## src/design/ecnmfe_pkg.sv

```systemverilog
// ecnmfe_pkg: widths, codes and register indexes for the ECN marked fraction estimator.
// Used by ecnmfe_divider and ecn_marked_fraction_estimator_top; depends on nothing.
`timescale 1ns / 1ps
package ecnmfe_pkg;

    // Alpha full scale is 2^ALPHA_BITS; alpha itself needs one bit more
    localparam int ALPHA_BITS = 10;
    localparam int ALPHA_W    = ALPHA_BITS + 1;
    localparam logic [ALPHA_W-1:0] ALPHA_MAX = ALPHA_W'(1) << ALPHA_BITS;

    localparam int SEQ_W   = 32;
    localparam int MSS_W   = 16;
    localparam int GAIN_W  = 4;
    localparam int MODE_W  = 2;
    localparam int SHIFT_W = $clog2(ALPHA_BITS + 1);

    // Divider numerator: marked bytes shifted left by up to ALPHA_BITS
    localparam int NUM_W = SEQ_W + ALPHA_BITS;
    localparam int CNT_W = $clog2(NUM_W + 1);

    // Input item kinds
    localparam logic [MODE_W-1:0] MODE_ACK   = 2'd0;
    localparam logic [MODE_W-1:0] MODE_LOSS  = 2'd1;
    localparam logic [MODE_W-1:0] MODE_START = 2'd2;

    // Configuration register indexes
    localparam int CFG_IDX_W = 2;
    localparam int CFG_DATA_W = ALPHA_W;
    localparam logic [CFG_IDX_W-1:0] REG_GAIN_SHIFT    = 2'd0;
    localparam logic [CFG_IDX_W-1:0] REG_INITIAL_ALPHA = 2'd1;
    localparam logic [CFG_IDX_W-1:0] REG_CLAMP_ON_LOSS = 2'd2;

    localparam logic [GAIN_W-1:0]  GAIN_RESET  = 4'd4;

    // Input and output beat widths (tdata)
    localparam int IN_DATA_W = 88;
    localparam int OUT_DATA_W = 16;

endpackage

```

## src/design/ecn_marked_fraction_estimator_top.sv

```systemverilog
// ecn_marked_fraction_estimator_top: per-flow DCTCP alpha estimator with its sequencer.
// Depends on ecnmfe_pkg and instantiates ecnmfe_divider for the round-end division.
//
//  channel   direction  handshake            payload
//  s_*       in         s_tvalid / s_tready  s_tdata (event fields), s_tuser (mode)
//  m_*       out        m_tvalid / m_tready  m_tdata (alpha, round_done)
//  cfg_*     in         cfg_valid/cfg_ready  cfg_index, cfg_data
//
// A start, a loss or the spare mode passes the DELTA and EMIT steps to the output register,
// an ACK that leaves the round open DELTA, ACCUM and EMIT; an ACK that closes a round also
// passes LAUNCH, DIV and UPDATE, the serial divider producing one quotient bit a cycle.
// s_tready is high only while the sequencer idles; a result waiting in the output
// register does not block the next beat, which stalls only at its own emit step.
// Reset clears all estimator state and loads the register reset values; cfg_ready is high.
`timescale 1ns / 1ps
module ecn_marked_fraction_estimator_top
(
    input  logic                                    clk,
    input  logic                                    rst_n,
    // s_tdata: ack_seq[31:0], next_send_seq[63:32], ece_flag[64],
    //          window_update_flag[65], recv_mss[81:66], ecn_capable[82], zero[87:83]
    input  logic [ecnmfe_pkg::IN_DATA_W-1:0]        s_tdata,
    // s_tuser: mode[1:0]
    input  logic [ecnmfe_pkg::MODE_W-1:0]           s_tuser,
    input  logic                                    s_tvalid,
    output logic                                    s_tready,
    // m_tdata: alpha[10:0], round_done[11], zero[15:12]
    output logic [ecnmfe_pkg::OUT_DATA_W-1:0]       m_tdata,
    output logic                                    m_tvalid,
    input  logic                                    m_tready,
    input  logic                                    cfg_valid,
    output logic                                    cfg_ready,
    input  logic [ecnmfe_pkg::CFG_IDX_W-1:0]        cfg_index,
    input  logic [ecnmfe_pkg::CFG_DATA_W-1:0]       cfg_data
);

    // Sequencer states
    localparam logic [2:0] ST_IDLE   = 3'd0;
    localparam logic [2:0] ST_DELTA  = 3'd1;
    localparam logic [2:0] ST_ACCUM  = 3'd2;
    localparam logic [2:0] ST_LAUNCH = 3'd3;
    localparam logic [2:0] ST_DIV    = 3'd4;
    localparam logic [2:0] ST_UPDATE = 3'd5;
    localparam logic [2:0] ST_EMIT   = 3'd6;

    localparam int SEQ_W   = ecnmfe_pkg::SEQ_W;
    localparam int ALPHA_W = ecnmfe_pkg::ALPHA_W;

    logic [2:0] state_reg, state_next;

    // Configuration registers
    logic [ecnmfe_pkg::GAIN_W-1:0] gain_reg;
    logic [ALPHA_W-1:0]            init_alpha_reg;
    logic                          clamp_reg;

    // Estimator state
    logic [SEQ_W-1:0]   last_acked_reg, last_acked_next;
    logic [SEQ_W-1:0]   round_end_reg, round_end_next;
    logic [SEQ_W-1:0]   marked_reg, marked_next;
    logic [SEQ_W-1:0]   total_reg, total_next;
    logic [ALPHA_W-1:0] alpha_reg, alpha_next;

    // Latched event fields
    logic [ecnmfe_pkg::MODE_W-1:0] mode_reg;
    logic [SEQ_W-1:0]              ack_reg;
    logic [SEQ_W-1:0]              nxt_reg;
    logic                          ece_reg;
    logic                          winupd_reg;
    logic [ecnmfe_pkg::MSS_W-1:0]  mss_reg;
    logic                          ecn_reg;

    // Working values between steps
    logic [SEQ_W-1:0] acked_reg, acked_next;
    logic             close_reg, close_next;
    logic             done_flag_reg, done_flag_next;

    // Output register
    logic [ALPHA_W-1:0] out_alpha_reg;
    logic               out_done_reg;
    logic               out_valid_reg, out_valid_next;

    logic accept;
    logic [SEQ_W-1:0] seq_diff;
    logic [SEQ_W-1:0] round_diff;
    logic [ecnmfe_pkg::SHIFT_W-1:0] gain_ext;
    logic [ecnmfe_pkg::SHIFT_W-1:0] gain_eff;
    logic [ecnmfe_pkg::SHIFT_W-1:0] num_shift;
    logic [ecnmfe_pkg::NUM_W-1:0]   div_numer;
    logic [SEQ_W-1:0]               div_denom;
    logic                           div_start;
    logic                           div_done;
    logic [ecnmfe_pkg::NUM_W-1:0]   div_quot;
    logic [ALPHA_W-1:0]             quot_sat;
    logic [ALPHA_W-1:0]             alpha_decay;
    logic [ALPHA_W:0]               alpha_sum;

    assign accept    = s_tvalid && s_tready;
    assign s_tready  = (state_reg == ST_IDLE);
    assign cfg_ready = 1'b1;

    // Register writes; an index past the list is dropped
    always_ff @(posedge clk or negedge rst_n)
    begin
        if (!rst_n)
        begin
            gain_reg       <= ecnmfe_pkg::GAIN_RESET;
            init_alpha_reg <= '0;
            clamp_reg      <= 1'b0;
        end
        else if (cfg_valid && cfg_ready)
        begin
            case (cfg_index)
                ecnmfe_pkg::REG_GAIN_SHIFT:    gain_reg       <= cfg_data[ecnmfe_pkg::GAIN_W-1:0];
                ecnmfe_pkg::REG_INITIAL_ALPHA: init_alpha_reg <= cfg_data;
                ecnmfe_pkg::REG_CLAMP_ON_LOSS: clamp_reg      <= cfg_data[0];
                default:                       ;
            endcase
        end
    end

    // Hold the event fields for the steps that follow acceptance
    always_ff @(posedge clk)
    begin
        if (accept)
        begin
            mode_reg   <= s_tuser;
            ack_reg    <= s_tdata[31:0];
            nxt_reg    <= s_tdata[63:32];
            ece_reg    <= s_tdata[64];
            winupd_reg <= s_tdata[65];
            mss_reg    <= s_tdata[81:66];
            ecn_reg    <= s_tdata[82];
        end
    end

    // Bytes newly acknowledged, and distance of snd_una past the round end
    assign seq_diff   = ack_reg - last_acked_reg;
    assign round_diff = ack_reg - round_end_reg;

    // Gain above ALPHA_BITS saturates to ALPHA_BITS
    assign gain_ext  = ecnmfe_pkg::SHIFT_W'(gain_reg);
    assign gain_eff  = (gain_ext > ecnmfe_pkg::SHIFT_W'(ecnmfe_pkg::ALPHA_BITS))
                       ? ecnmfe_pkg::SHIFT_W'(ecnmfe_pkg::ALPHA_BITS) : gain_ext;
    assign num_shift = ecnmfe_pkg::SHIFT_W'(ecnmfe_pkg::ALPHA_BITS) - gain_eff;

    // Divider operands: wide numerator, total forced to at least one
    assign div_numer = ecnmfe_pkg::NUM_W'(marked_reg) << num_shift;
    assign div_denom = (total_reg == '0) ? SEQ_W'(1) : total_reg;
    assign div_start = (state_reg == ST_LAUNCH);

    ecnmfe_divider u_div
    (
        .clk      (clk),
        .rst_n    (rst_n),
        .start    (div_start),
        .numer    (div_numer),
        .denom    (div_denom),
        .done     (div_done),
        .quotient (div_quot)
    );

    // A quotient beyond the alpha range can only clamp, so saturate it first
    assign quot_sat    = (|div_quot[ecnmfe_pkg::NUM_W-1:ALPHA_W]) ? '1 : div_quot[ALPHA_W-1:0];
    assign alpha_decay = alpha_reg - (alpha_reg >> gain_eff);
    assign alpha_sum   = {1'b0, alpha_decay} + {1'b0, quot_sat};

    always_comb
    begin
        state_next      = state_reg;
        last_acked_next = last_acked_reg;
        round_end_next  = round_end_reg;
        marked_next     = marked_reg;
        total_next      = total_reg;
        alpha_next      = alpha_reg;
        acked_next      = acked_reg;
        close_next      = close_reg;
        done_flag_next  = done_flag_reg;
        out_valid_next  = out_valid_reg;

        // Drop the output beat once taken
        if (out_valid_reg && m_tready)
        begin
            out_valid_next = 1'b0;
        end

        case (state_reg)
            ST_IDLE:
            begin
                if (accept)
                begin
                    done_flag_next = 1'b0;
                    state_next     = ST_DELTA;
                end
            end
            ST_DELTA:
            begin
                state_next = ST_EMIT;
                case (mode_reg)
                    ecnmfe_pkg::MODE_START:
                    begin
                        if (ecn_reg)
                        begin
                            last_acked_next = ack_reg;
                            round_end_next  = nxt_reg;
                            marked_next     = '0;
                            total_next      = '0;
                            alpha_next      = (init_alpha_reg < ecnmfe_pkg::ALPHA_MAX)
                                              ? init_alpha_reg : ecnmfe_pkg::ALPHA_MAX;
                        end
                        else
                        begin
                            alpha_next = '0;
                        end
                    end
                    ecnmfe_pkg::MODE_LOSS:
                    begin
                        if (clamp_reg)
                        begin
                            alpha_next = ecnmfe_pkg::ALPHA_MAX;
                        end
                    end
                    ecnmfe_pkg::MODE_ACK:
                    begin
                        // Duplicate ACK counts one segment unless a window update
                        acked_next = (seq_diff == '0 && !winupd_reg)
                                     ? SEQ_W'(mss_reg) : seq_diff;
                        close_next = !round_diff[SEQ_W-1];
                        state_next = ST_ACCUM;
                    end
                    default:
                    begin
                        state_next = ST_EMIT;
                    end
                endcase
            end
            ST_ACCUM:
            begin
                if (acked_reg != '0)
                begin
                    total_next      = total_reg + acked_reg;
                    last_acked_next = ack_reg;
                    if (ece_reg)
                    begin
                        marked_next = marked_reg + acked_reg;
                    end
                end
                state_next = close_reg ? ST_LAUNCH : ST_EMIT;
            end
            ST_LAUNCH:
            begin
                state_next = ST_DIV;
            end
            ST_DIV:
            begin
                if (div_done)
                begin
                    state_next = ST_UPDATE;
                end
            end
            ST_UPDATE:
            begin
                alpha_next     = (alpha_sum > {1'b0, ecnmfe_pkg::ALPHA_MAX})
                                 ? ecnmfe_pkg::ALPHA_MAX : alpha_sum[ALPHA_W-1:0];
                marked_next    = '0;
                total_next     = '0;
                round_end_next = nxt_reg;
                done_flag_next = 1'b1;
                state_next     = ST_EMIT;
            end
            ST_EMIT:
            begin
                // Advance once the output register is free or being drained
                if (!out_valid_reg || m_tready)
                begin
                    out_valid_next = 1'b1;
                    state_next     = ST_IDLE;
                end
            end
            default:
            begin
                state_next = ST_IDLE;
            end
        endcase
    end

    always_ff @(posedge clk or negedge rst_n)
    begin
        if (!rst_n)
        begin
            state_reg      <= ST_IDLE;
            last_acked_reg <= '0;
            round_end_reg  <= '0;
            marked_reg     <= '0;
            total_reg      <= '0;
            alpha_reg      <= '0;
            close_reg      <= 1'b0;
            done_flag_reg  <= 1'b0;
            out_valid_reg  <= 1'b0;
        end
        else
        begin
            state_reg      <= state_next;
            last_acked_reg <= last_acked_next;
            round_end_reg  <= round_end_next;
            marked_reg     <= marked_next;
            total_reg      <= total_next;
            alpha_reg      <= alpha_next;
            close_reg      <= close_next;
            done_flag_reg  <= done_flag_next;
            out_valid_reg  <= out_valid_next;
        end
    end

    // Payload registers: working byte count and the output beat
    always_ff @(posedge clk)
    begin
        acked_reg <= acked_next;
        if (state_reg == ST_EMIT && (!out_valid_reg || m_tready))
        begin
            out_alpha_reg <= alpha_reg;
            out_done_reg  <= done_flag_reg;
        end
    end

    assign m_tvalid = out_valid_reg;
    assign m_tdata  = {{(ecnmfe_pkg::OUT_DATA_W - ALPHA_W - 1){1'b0}}, out_done_reg, out_alpha_reg};

endmodule

```

## src/design/ecnmfe_divider.sv

```systemverilog
// ecnmfe_divider: restoring radix-2 divider, one quotient bit per cycle.
// Depends on ecnmfe_pkg for the numerator, denominator and counter widths.
`timescale 1ns / 1ps
module ecnmfe_divider
(
    input  logic                            clk,
    input  logic                            rst_n,
    input  logic                            start,
    input  logic [ecnmfe_pkg::NUM_W-1:0]    numer,
    input  logic [ecnmfe_pkg::SEQ_W-1:0]    denom,
    output logic                            done,
    output logic [ecnmfe_pkg::NUM_W-1:0]    quotient
);

    logic [ecnmfe_pkg::SEQ_W-1:0] rem_reg, rem_next;
    logic [ecnmfe_pkg::NUM_W-1:0] quo_reg, quo_next;
    logic [ecnmfe_pkg::SEQ_W-1:0] den_reg, den_next;
    logic [ecnmfe_pkg::CNT_W-1:0] count_reg, count_next;
    logic                         busy_reg, busy_next;
    logic                         done_reg, done_next;

    logic [ecnmfe_pkg::SEQ_W:0]   trial;
    logic [ecnmfe_pkg::SEQ_W:0]   diff;
    logic                         fits;

    // Bring down the next numerator bit and try the subtraction
    assign trial = {rem_reg, quo_reg[ecnmfe_pkg::NUM_W-1]};
    assign diff  = trial - {1'b0, den_reg};
    assign fits  = !diff[ecnmfe_pkg::SEQ_W];

    always_comb
    begin
        rem_next   = rem_reg;
        quo_next   = quo_reg;
        den_next   = den_reg;
        count_next = count_reg;
        busy_next  = busy_reg;
        done_next  = 1'b0;
        if (start)
        begin
            rem_next   = '0;
            quo_next   = numer;
            den_next   = denom;
            count_next = '0;
            busy_next  = 1'b1;
        end
        else if (busy_reg)
        begin
            rem_next   = fits ? diff[ecnmfe_pkg::SEQ_W-1:0] : trial[ecnmfe_pkg::SEQ_W-1:0];
            quo_next   = {quo_reg[ecnmfe_pkg::NUM_W-2:0], fits};
            count_next = count_reg + 1'b1;
            if (count_reg == ecnmfe_pkg::CNT_W'(ecnmfe_pkg::NUM_W - 1))
            begin
                busy_next = 1'b0;
                done_next = 1'b1;
            end
        end
    end

    always_ff @(posedge clk or negedge rst_n)
    begin
        if (!rst_n)
        begin
            count_reg <= '0;
            busy_reg  <= 1'b0;
            done_reg  <= 1'b0;
        end
        else
        begin
            count_reg <= count_next;
            busy_reg  <= busy_next;
            done_reg  <= done_next;
        end
    end

    always_ff @(posedge clk)
    begin
        rem_reg <= rem_next;
        quo_reg <= quo_next;
        den_reg <= den_next;
    end

    assign done     = done_reg;
    assign quotient = quo_reg;

endmodule

```

## config.mk

```make
export PLATFORM = sky130hd
export DESIGN_NAME = ecn_marked_fraction_estimator_top
export DESIGN_NICKNAME = d
export VERILOG_FILES = /design/src/design/ecnmfe_pkg.sv /design/src/design/ecn_marked_fraction_estimator_top.sv /design/src/design/ecnmfe_divider.sv
export SDC_FILE = /design/constraint.sdc
export NUM_CORES = 1
export LEC_CHECK = 0
export BUFFER_PORTS_ARGS = -buffer_cell sky130_fd_sc_hd__buf_2
export CORE_MARGIN = 2
export CORE_UTILIZATION = 55
export CTS_CLUSTER_DIAMETER = 30
export DETAILED_ROUTE_END_ITERATION = 8
export PLACE_DENSITY = 0.79
export SLEW_MARGIN = 0
export SYNTH_ARGS = -nofsm -noshare
export SYNTH_HDL_FRONTEND = slang
export SYNTH_SLANG_ARGS = --single-unit
export TNS_END_PERCENT = 30
```

## constraint.sdc

```tcl
create_clock -name clk -period 18 [get_ports clk]
set_input_delay 3.6 -clock clk [delete_from_list [all_inputs] [get_ports clk]]
set_output_delay 3.6 -clock clk [all_outputs]
set_load 0.03 [all_outputs]
```

==> results of run 1 <==
## critical path, delay by kind of cell (launching register included)
| kind | cells | cell delay, ns |
|---|---|---|
| adders and majority gates | 2 | 0.61 |
| DFF | 1 | 0.78 |
| and+or+nand+nor | 4 | 0.45 |
| muxes | 1 | 0.31 |
| buffers and inverters | 1 | 0.57 |
| xor gates and xnor gates | 1 | 0.16 |
| AOI/OAI and AO/OA | 15 | 3.57 |
## stage by stage
| stage | util (%) | hold WS, ns | cell area (um2) | instances |
|---|---|---|---|---|
| final | 64.2 | 0.453 | 29200 | 3321 |
| after global routing | 64.2 | 0.460 | 29200 | 3320 |
| after CTS | 64.2 | 0.453 | 29200 | 3320 |
| after detailed placement | 57.9 | 0.438 | 26300 | 3161 |
| after global placement | 57.9 | 0.434 | 26300 | 3161 |
| after floorplan | - | 0.425 | 25300 | 2562 |
## cells by family (layout without fill, tap and decap cells)
family	after synthesis	in the layout	share of synthesized area, %
AOI/OAI and AO/OA	705	705	18.0
xor gates and xnor gates	120	120	4.15
adders and majority gates	184	184	9.27
buffers and inverters	288	446	4.56
DFF	404	404	43.3
muxes	193	193	7.96
other	2	6	0.0297
and+or+nand+nor	663	663	12.7
## power by group
| group | internal (mW) | leakage, nW | switching (mW) |
|---|---|---|---|
| registers | 1.33 | 4.32 | 0.226 |
| logic | 1.08 | 6.96 | 1.47 |
| clock network | 1.03 | 1.38 | 0.515 |
| total | 3.44 | 12.7 | 2.21 |
## metal layers
layer  vias to the layer above  track usage (%)  share of wire (%)  routed length [um]
met5                         -                0                  0                   0
met4                         0             11.3                3.5                2110
met3                       126             4.52                5.4                3310
met2                       588             42.5                 48               29300
met1                      9372             33.0                 43               26000
li1                       9540                -                  -                   -
## how the worst max path moves through the flow
stage,end,slack [ns],cells after the start
finish,alpha_reg[6],11.42,24
global placement,alpha_reg[6],11.74,25
detailed placement,alpha_reg[6],11.57,24
global route,alpha_reg[6],10.87,25
floorplan,ack_reg[0],11.96,1
CTS,alpha_reg[6],11.52,24
## cells in the final DEF, fill, tap and decap left out, drive strengths merged, types with 20 or more instances in the layout
cell type and n:
or3 20, a31oi 24, o21ai 225, a21o 71, nand2 268, edfxtp 203, o31ai 21, nand3 36
xor2 38, buf 133, clkinv 31, dfxtp 32, nor2 123, clkbuf 98, a22o 30, ha 178
xnor2 82, mux2i 125, nor4 30, nor2b 23, nand4 22, mux2 68, dfrtp 168, a21oi 160
o21a 31, nor3 36, a211oi 30, inv 162
## final cells by class
type | instances | area (um2) | share of cell area (%)
Antenna cell | 1 | 2.50 | 0.00858
Clock buffer | 98 | 2250 | 7.72
Clock inverter | 61 | 632 | 2.17
Inverter | 154 | 578 | 1.98
Multi-Input combinational cell | 1870 | 13300 | 45.5
Sequential cell | 404 | 11000 | 37.6
Tap cell | 600 | 751 | 2.57
Timing Repair Buffer | 133 | 714 | 2.45
==> flow_summary.yaml, run 1 <==
global_routing:
  grt_max_degree: 98
  grt_pass1_wl_um: 97800
  grt_pass1_vias: 19200
  grt-ovfl-total: 0
  antenna_found_initial: 0
  grt.total_usage_pct: 25.7
synthesis:
  yosys_most_used_dff: "edfxtp_1"
  postSynth.asyncResetShare_pct: 41.8
  synth_seq_area_share_pct: 43.3
  yosysTopAreaCell: "edfxtp_1"
  synth_warnings: 0
  ys_ff_latch: 404
  synth_area_um2: 25300
  synth_edf_count: 203
  synthCells: 2559
  synthMostInstantiatedCell: "nand2_1"
  synthTopCellsByCount: "nand2_1, o21ai_0, edfxtp_1"
  syn-mean-instance-area_um2: 9.90
  synth_top_area_share_pct: 24.1
  yosys-top-cells-area: "edfxtp_1, dfrtp_1, ha_1"
  synth.distinct_cells: 106
cells_and_area:
  drive_gt1_share_pct: 14.8
  fill_cells: 3578
  largest_reg_flops: 42
  fin_nets: 2940
  syn_to_final_growth_pct: 15.1
critical_path:
  cp.required_ns: 18.50
  cp-startpoint: "gain_ext[3]"
  worstSetupPathType: "reg2reg"
  path_cells: "o21ai_0, nand2_2, buf_4, mux2i_1, a211oi_1, a21oi_1, nor2_1, a21oi_1, ha_1, nor2b_1, o21ai_0, a21boi_0, o21ai_0, a21boi_0, o21a_1, nor2_1, xnor2_1, ha_1, a21o_1, o21ai_0, a21oi_1, a2111oi_0, o21ai_0, o21ai_0"
  r2r_cells: 24
  reg2reg_slack_ns: 11.42
  cp-start-kind: "register"
  crit_slowest_cell: "dfrtp_1"
  rr_startpoint: "gain_ext[3]"
  timing.critical_path.mode_cell: "o21ai_0"
  cp_slowest_stage_delay_ns: 0.78
  cp_max_fo: 53
  r2r-end: "alpha_reg[6]"
  endpoint_kind: "register"
  critPathArrivalTime_ns: 7.07
drt:
  vias: 19600
  drcViolationCount: 0
  routed_via_density: 5.91
  initialDrtViolationCount: 1768
  wire_per_inst_um: 18.3
  first_pass_iters: 5
  wirelength_um: 60800
  antenna_left: 0
place:
  hpwl_um: 43400
  routabilityCongestion: 0.934
  post-place-ws_ns: 11.57
  port_buffers: 116
min_path:
  hold_depth: 0
  hold_end: "out_done_reg"
  min_path_type: "reg2reg"
  hp-start: "done_flag_reg"
run_status:
  status: "finished, final reports clean"
power:
  power_density_nw_per_um2: 194
  ir_drop_mv: 0.146
  p_total_mw: 5.65
  p_leak_nw: 12.7
floorplan:
  core_area_um2: 45400
  num_rows: 78
  fp.dieArea_um2: 47800
  die_y_um: 219
  dieWidth_um: 219
  initial_core_util_pct: 55.8
  io_pins: 127
timing:
  hold_viol_final: 0
  finalSetupViolCount: 0
  drv_slew: 0
  finalSetupTns_ns: 0
  grt_setup_unrepaired: "false"
  max_freq_ghz: 0.152
  skew_ns: 0.0297
  finalCriticalPeriod_ns: 6.58
  relSlewSlack_pct: 25.2
  tightest_slew_ns: 1.12
  fin_ws_ns: 11.42
  finalCritPeriodShare_pct: 36.5
clock_network:
  cts-resized-gates: 0
  postCtsSetupBuffers: 0
  clockRootBuffer: "clkbuf_16"
  cts_buffers: 85
  clock_latency_ns: 0.61
  cts-root-to-sink-buffers: 3
  clock-sinks: 404
  h-tree-depth: 3
  hold_buffers: 0
  cts_tree: "built"
  clkTransAtPathRegs_ns: 0.05
job:
  drv_cap: 0
Power figures use the tool's default switching activity.
==> run 2, diff against run 1 <==
clock period = 6.8 ns   (was 18 ns; I/O delays follow)
==> run 2 against run 1 <==
Hold slack gained 0.00096 ns. Power increased to 2.7 times the previous value. Fmax increased by 11%. Combinational power rose to 2.7 times the previous value. Cell count is 0.30% higher. Wire length rose by 0.16%. Design area rose by 0.73%. Flip-flop and latch count did not move. Count of clock-buffer cells in the layout is 12 higher. Sequential power rose to 2.7 times the previous value.
==> flow_summary.yaml, run 2 (synthesis results as in run 1) <==
run_status:
  status: "finished, final reports clean"
timing:
  tightest_slew_ns: 1.11
  finalCriticalPeriod_ns: 5.93
  finalSetupTns_ns: 0
  finalSetupViolCount: 0
  relSlewSlack_pct: 25.7
  grt_setup_unrepaired: "false"
  max_freq_ghz: 0.169
  hold_viol_final: 0
  finalCritPeriodShare_pct: 87.2
  skew_ns: 0.0284
  drv_slew: 0
cells_and_area:
  fill_cells: 3496
  final_common_cell: "nand2_1"
  final_cell_mix: "nand2_1, o21ai_0, edfxtp_1, ha_1, dfrtp_1"
  largest_reg_flops: 42
  final_util_pct: 64.7
  fin_nets: 2946
  drive_gt1_share_pct: 15.0
  syn_to_final_growth_pct: 16.0
drt:
  antenna_left: 0
  wirelength_um: 60900
  routed_via_density: 5.95
  vias: 19800
  wire_per_inst_um: 18.3
  first_pass_iters: 5
  drcViolationCount: 0
  initialDrtViolationCount: 1718
power:
  ir_drop_mv: 0.362
  p_leak_nw: 12.8
  power_switching_mw: 5.97
  pwr-share-seq_pct: 26.9
  p_clk_share_pct: 28.4
  p_comb_share_pct: 44.6
  switching_share_pct: 39.1
  power_density_nw_per_um2: 520
  internal-power_mw: 9.30
  p_total_mw: 15.3
place:
  routabilityCongestion: 0.930
  port_buffers: 116
  hpwl_um: 43100
clock_network:
  h-tree-depth: 3
  postCtsSetupBuffers: 0
  clockRootBuffer: "clkbuf_16"
  cts_tree: "built"
  cts_buffers: 89
  cts-resized-gates: 0
  cts-root-to-sink-buffers: 3
  clock_latency_ns: 0.62
  clock-sinks: 404
  clkTransAtPathRegs_ns: 0.05
  hold_buffers: 0
floorplan:
  core_area_um2: 45400
  num_rows: 78
  initial_core_util_pct: 55.8
  fp.dieArea_um2: 47800
  dieWidth_um: 219
  die_y_um: 219
  io_pins: 127
global_routing:
  grt_pass1_vias: 19500
  antenna_found_initial: 1
  grt_max_degree: 98
  grt.total_usage_pct: 25.8
  grt-ovfl-total: 0
  grt_pass1_wl_um: 98400
critical_path:
  critPathBufInv: 1
  worstSetupPathType: "reg2reg"
  cp-startpoint: "gain_ext[2]"
  endpoint_kind: "register"
  crit_slowest_cell: "dfstp_2"
  cp-start-kind: "register"
  r2r_cells: 21
  cp_slowest_stage_delay_ns: 0.72
  rr_startpoint: "gain_ext[2]"
  path_cells: "o21ai_0, nand2_2, buf_4, nor2_1, a21oi_1, mux2i_1, or2_2, ha_1, a21boi_0, o21ai_0, a21boi_0, o21a_1, nor2_1, xnor2_1, ha_1, a21o_1, o21ai_0, a21oi_1, a2111oi_0, o21ai_0, o21ai_0"
  critPathArrivalTime_ns: 6.46
  cp_max_fo: 40
  crit_family: "compound AO/OA/AOI/OAI gates"
  timing.critical_path.mode_cell: "o21ai_0"
  worst-path-stages: 21
  cp.required_ns: 7.33
min_path:
  hp-start: "done_flag_reg"
  min_path_type: "reg2reg"
  hold_depth: 0
job:
  drv_cap: 0
-- run 2: worst paths after layout --
check / to / slack, ns
setup / recovery: alpha_reg[5] / 0.87
hold / removal: out_done_reg / 0.45
setup reg to reg: alpha_reg[5] / 0.87
hold reg to reg: out_done_reg / 0.45
max in group asynchronous: total_reg[23] / 4.85
min in group asynchronous: gain_ext[3] / 0.70
-- run 2: cell type report --
| cell class | count | area (um2) | area share (%) |
|---|---|---|---|
| Multi-Input combinational cell | 1870 | 13300 | 45.2 |
| Clock inverter | 57 | 701 | 2.39 |
| Timing Repair Buffer | 135 | 729 | 2.48 |
| Antenna cell | 1 | 2.50 | 0.00852 |
| Inverter | 154 | 578 | 1.97 |
| Tap cell | 600 | 751 | 2.56 |
| Clock buffer | 110 | 2380 | 8.10 |
| Sequential cell | 404 | 11000 | 37.3 |
-- run 2: worst reg2reg max path: cells and delay by family, from the launching register on --
family	cells	cell delay, ns
AO/OA/AOI/OAI	12	2.96
adder cells (fa/ha/maj)	2	0.68
AND/OR/NAND/NOR	4	0.73
XOR/XNOR	1	0.13
flip-flops	1	0.72
buffers and inverters	1	0.54
multiplexers	1	0.08
-- run 2: power groups by stage --
stage                     Clock [mW]  Combinational (mW)  Sequential (mW)
after global routing            4.53                7.59             4.19
final                           4.34                6.81             4.11
after CTS                       4.40                6.74             4.10
after detailed placement           0                6.64             4.13
after global placement             0                6.44             4.09
after floorplan                    0                5.40             3.92
-- run 2: stage by stage --
| stage | hold WS [ns] | instance area, um2 | instances | worst slack [ns] |
|---|---|---|---|---|
| CTS | 0.456 | 29400 | 3330 | 0.967 |
| floorplan | 0.425 | 25300 | 2562 | 1.13 |
| global placement | 0.433 | 26300 | 3163 | 1.17 |
| detailed placement | 0.445 | 26300 | 3163 | 0.990 |
| finish | 0.454 | 29400 | 3331 | 0.871 |
| global route | 0.481 | 29400 | 3331 | 0.298 |
-- run 2: layer usage --
layer | GRT usage, % | wire, um
met5 | 0 | 0
met4 | 11.2 | 2540
met3 | 4.89 | 3400
met2 | 42.9 | 29000
met1 | 32.8 | 25900
==> run 3, diff against run 2 <==
CORE_MARGIN = 1.5   (was 2)
RECOVER_POWER = 100   (was not set)
==> run 3 against run 2 <==
Critical path type unchanged. Power hardly changed. Highest routed layer unchanged. The flow now finishes with violations (capacitance limit, slew limit). Hold slack better by 0.011 ns. Cell count is 0.21% lower. Largest cell class unchanged.
==> flow_summary.yaml, run 3 (synthesis results as in run 1) <==
run_status:
  status: "finished with violations"
  violations: "capacitance limit, slew limit"
clock_network:
  hold_buffers: 0
  clkTransAtPathRegs_ns: 0.06
  cts-root-to-sink-buffers: 3
  cts_tree: "built"
  cts_buffers: 85
  clockRootBuffer: "clkbuf_16"
  postCtsSetupBuffers: 0
  clock_latency_ns: 0.63
  cts-resized-gates: 0
  h-tree-depth: 3
  clock-sinks: 404
critical_path:
  worstSetupPathType: "reg2reg"
  cp_slowest_stage_delay_ns: 0.66
  cp-start-kind: "register"
  cp_max_fo: 12
  crit_slowest_cell: "a21oi_1"
  reg2reg_slack_ns: 0.73
  critPathArrivalTime_ns: 6.60
  endpoint_kind: "register"
  timing.critical_path.mode_cell: "o21ai_0"
  rr_startpoint: "gain_ext[3]"
  endpoint: "alpha_reg[0]"
  r2r-end: "alpha_reg[0]"
  cp-startpoint: "gain_ext[3]"
  cp.required_ns: 7.32
  path_cells: "a21oi_1, mux2i_1, mux2i_1, a21oi_1, nor2_1, a21oi_1, ha_1, nor2b_1, o21ai_0, a21boi_0, o21ai_0, a21boi_0, o21a_1, nor2_1, xnor2_1, ha_1, nand2_1, a21oi_1, o21ai_0, nor4b_1, a2111oi_0, o21ai_0, o21ai_0"
  r2r_cells: 23
timing:
  finalCritPeriodShare_pct: 89.3
  finalSetupViolCount: 0
  skew_ns: 0.0279
  max_freq_ghz: 0.165
  grt_setup_unrepaired: "false"
  tightest_slew_ns: 3.96
  finalCriticalPeriod_ns: 6.07
  finalSetupTns_ns: 0
  hold_viol_final: 0
  drv_slew: 571
  relSlewSlack_pct: -164
floorplan:
  die_y_um: 218
  dieWidth_um: 218
  initial_core_util_pct: 55.8
  fp.dieArea_um2: 47300
  num_rows: 78
  io_pins: 127
  core_area_um2: 45400
drt:
  vias: 19900
  wirelength_um: 61000
  antenna_left: 0
  wire_per_inst_um: 18.4
  routed_via_density: 5.97
  first_pass_iters: 8
  initialDrtViolationCount: 1555
  drcViolationCount: 0
power:
  p_leak_nw: 12.6
  power_density_nw_per_um2: 524
  ir_drop_mv: 0.443
cells_and_area:
  design_area_um2: 29200
  seq_area_um2: 11000
  multi_input_area_um2: 13100
  final_common_cell: "nand2_1"
  largest_reg_flops: 42
  syn_to_final_growth_pct: 15.1
  fill_cells: 3514
  drive_gt1_share_pct: 13.2
  fin_nets: 2943
  final_cell_mix: "nand2_1, o21ai_0, edfxtp_1, ha_1, dfrtp_1"
  n_antenna_cell: 0
global_routing:
  grt_max_degree: 98
  grt_pass1_vias: 19300
  grt.total_usage_pct: 25.8
  grt-ovfl-total: 0
  antenna_found_initial: 0
  grt_pass1_wl_um: 98000
place:
  routabilityCongestion: 0.936
  place_area_um2: 26300
  port_buffers: 116
  hpwl_um: 43300
min_path:
  min_path_type: "reg2reg"
job:
  drv_cap: 12
run 3: cell count changes in the layout (fill, tap and decap cells not counted), sizes merged:
cell | before | now
inv | 165 | 170
bufinv | 11 | 12
clkinvlp | 4 | 12
clkinv | 31 | 21
buf | 135 | 99
diode | 1 | 0
clkbuf | 110 | 136
run 3: layer usage:
| layer | vias up | GRT usage [%] | routed length, um |
|---|---|---|---|
| met4 | 0 | 10.8 | 2070 |
| met2 | 649 | 42.8 | 29000 |
| met3 | 148 | 5.05 | 3640 |
| met5 | - | 0 | 0 |
| li1 | 9557 | - | - |
| met1 | 9501 | 33.0 | 26300 |
run 3: area by class of cell:
| class | instances | share of cell area, % |
|---|---|---|
| multi-input cells | 1870 | 45.1 |
| flip-flops and latches | 404 | 37.6 |
| clock buffers | 99 | 7.84 |
| clock inverters | 61 | 2.66 |
| well taps | 600 | 2.57 |
| repair buffers | 136 | 2.26 |
| inverters | 154 | 1.98 |
run 3: worst max-delay path, delay by kind of cell (launching register included):
kind,cells,cell delay [ns]
xor gates and xnor gates,1,0.09
DFF,1,0.58
and+or+nand+nor,5,0.59
muxes,2,0.54
adders and majority gates,2,0.69
AOI/OAI and AO/OA,13,3.51
run 3: report_power, final:
part / internal (mW) / switching [mW]
clock network: 2.90 / 1.45
logic: 2.82 / 3.98
registers: 3.53 / 0.589
run 3: worst min path at each step:
stage / start / end / slack, ns / cells after the start
final: done_flag_reg / out_done_reg / 0.47 / 0
after global routing: nxt_reg[18] / round_end_reg[18] / 0.48 / 1
after CTS: done_flag_reg / out_done_reg / 0.47 / 0
after detailed placement: done_flag_reg / out_done_reg / 0.45 / 0
after global placement: done_flag_reg / out_done_reg / 0.43 / 0
after floorplan: done_flag_reg / out_done_reg / 0.42 / 0
run 3: stage by stage:
step                      hold WS [ns]  std cells  setup WS, ns  utilization (%)  power [mW]
after floorplan                  0.425       2562          1.13                -        9.32
after global placement           0.435       3164          1.10             57.9        10.5
after detailed placement         0.454       3164         0.885             57.9        10.8
after CTS                        0.465       3324         0.831             64.7        15.3
after global routing             0.483       3324         0.108             64.3        16.3
final                            0.466       3324         0.729             64.3        15.3
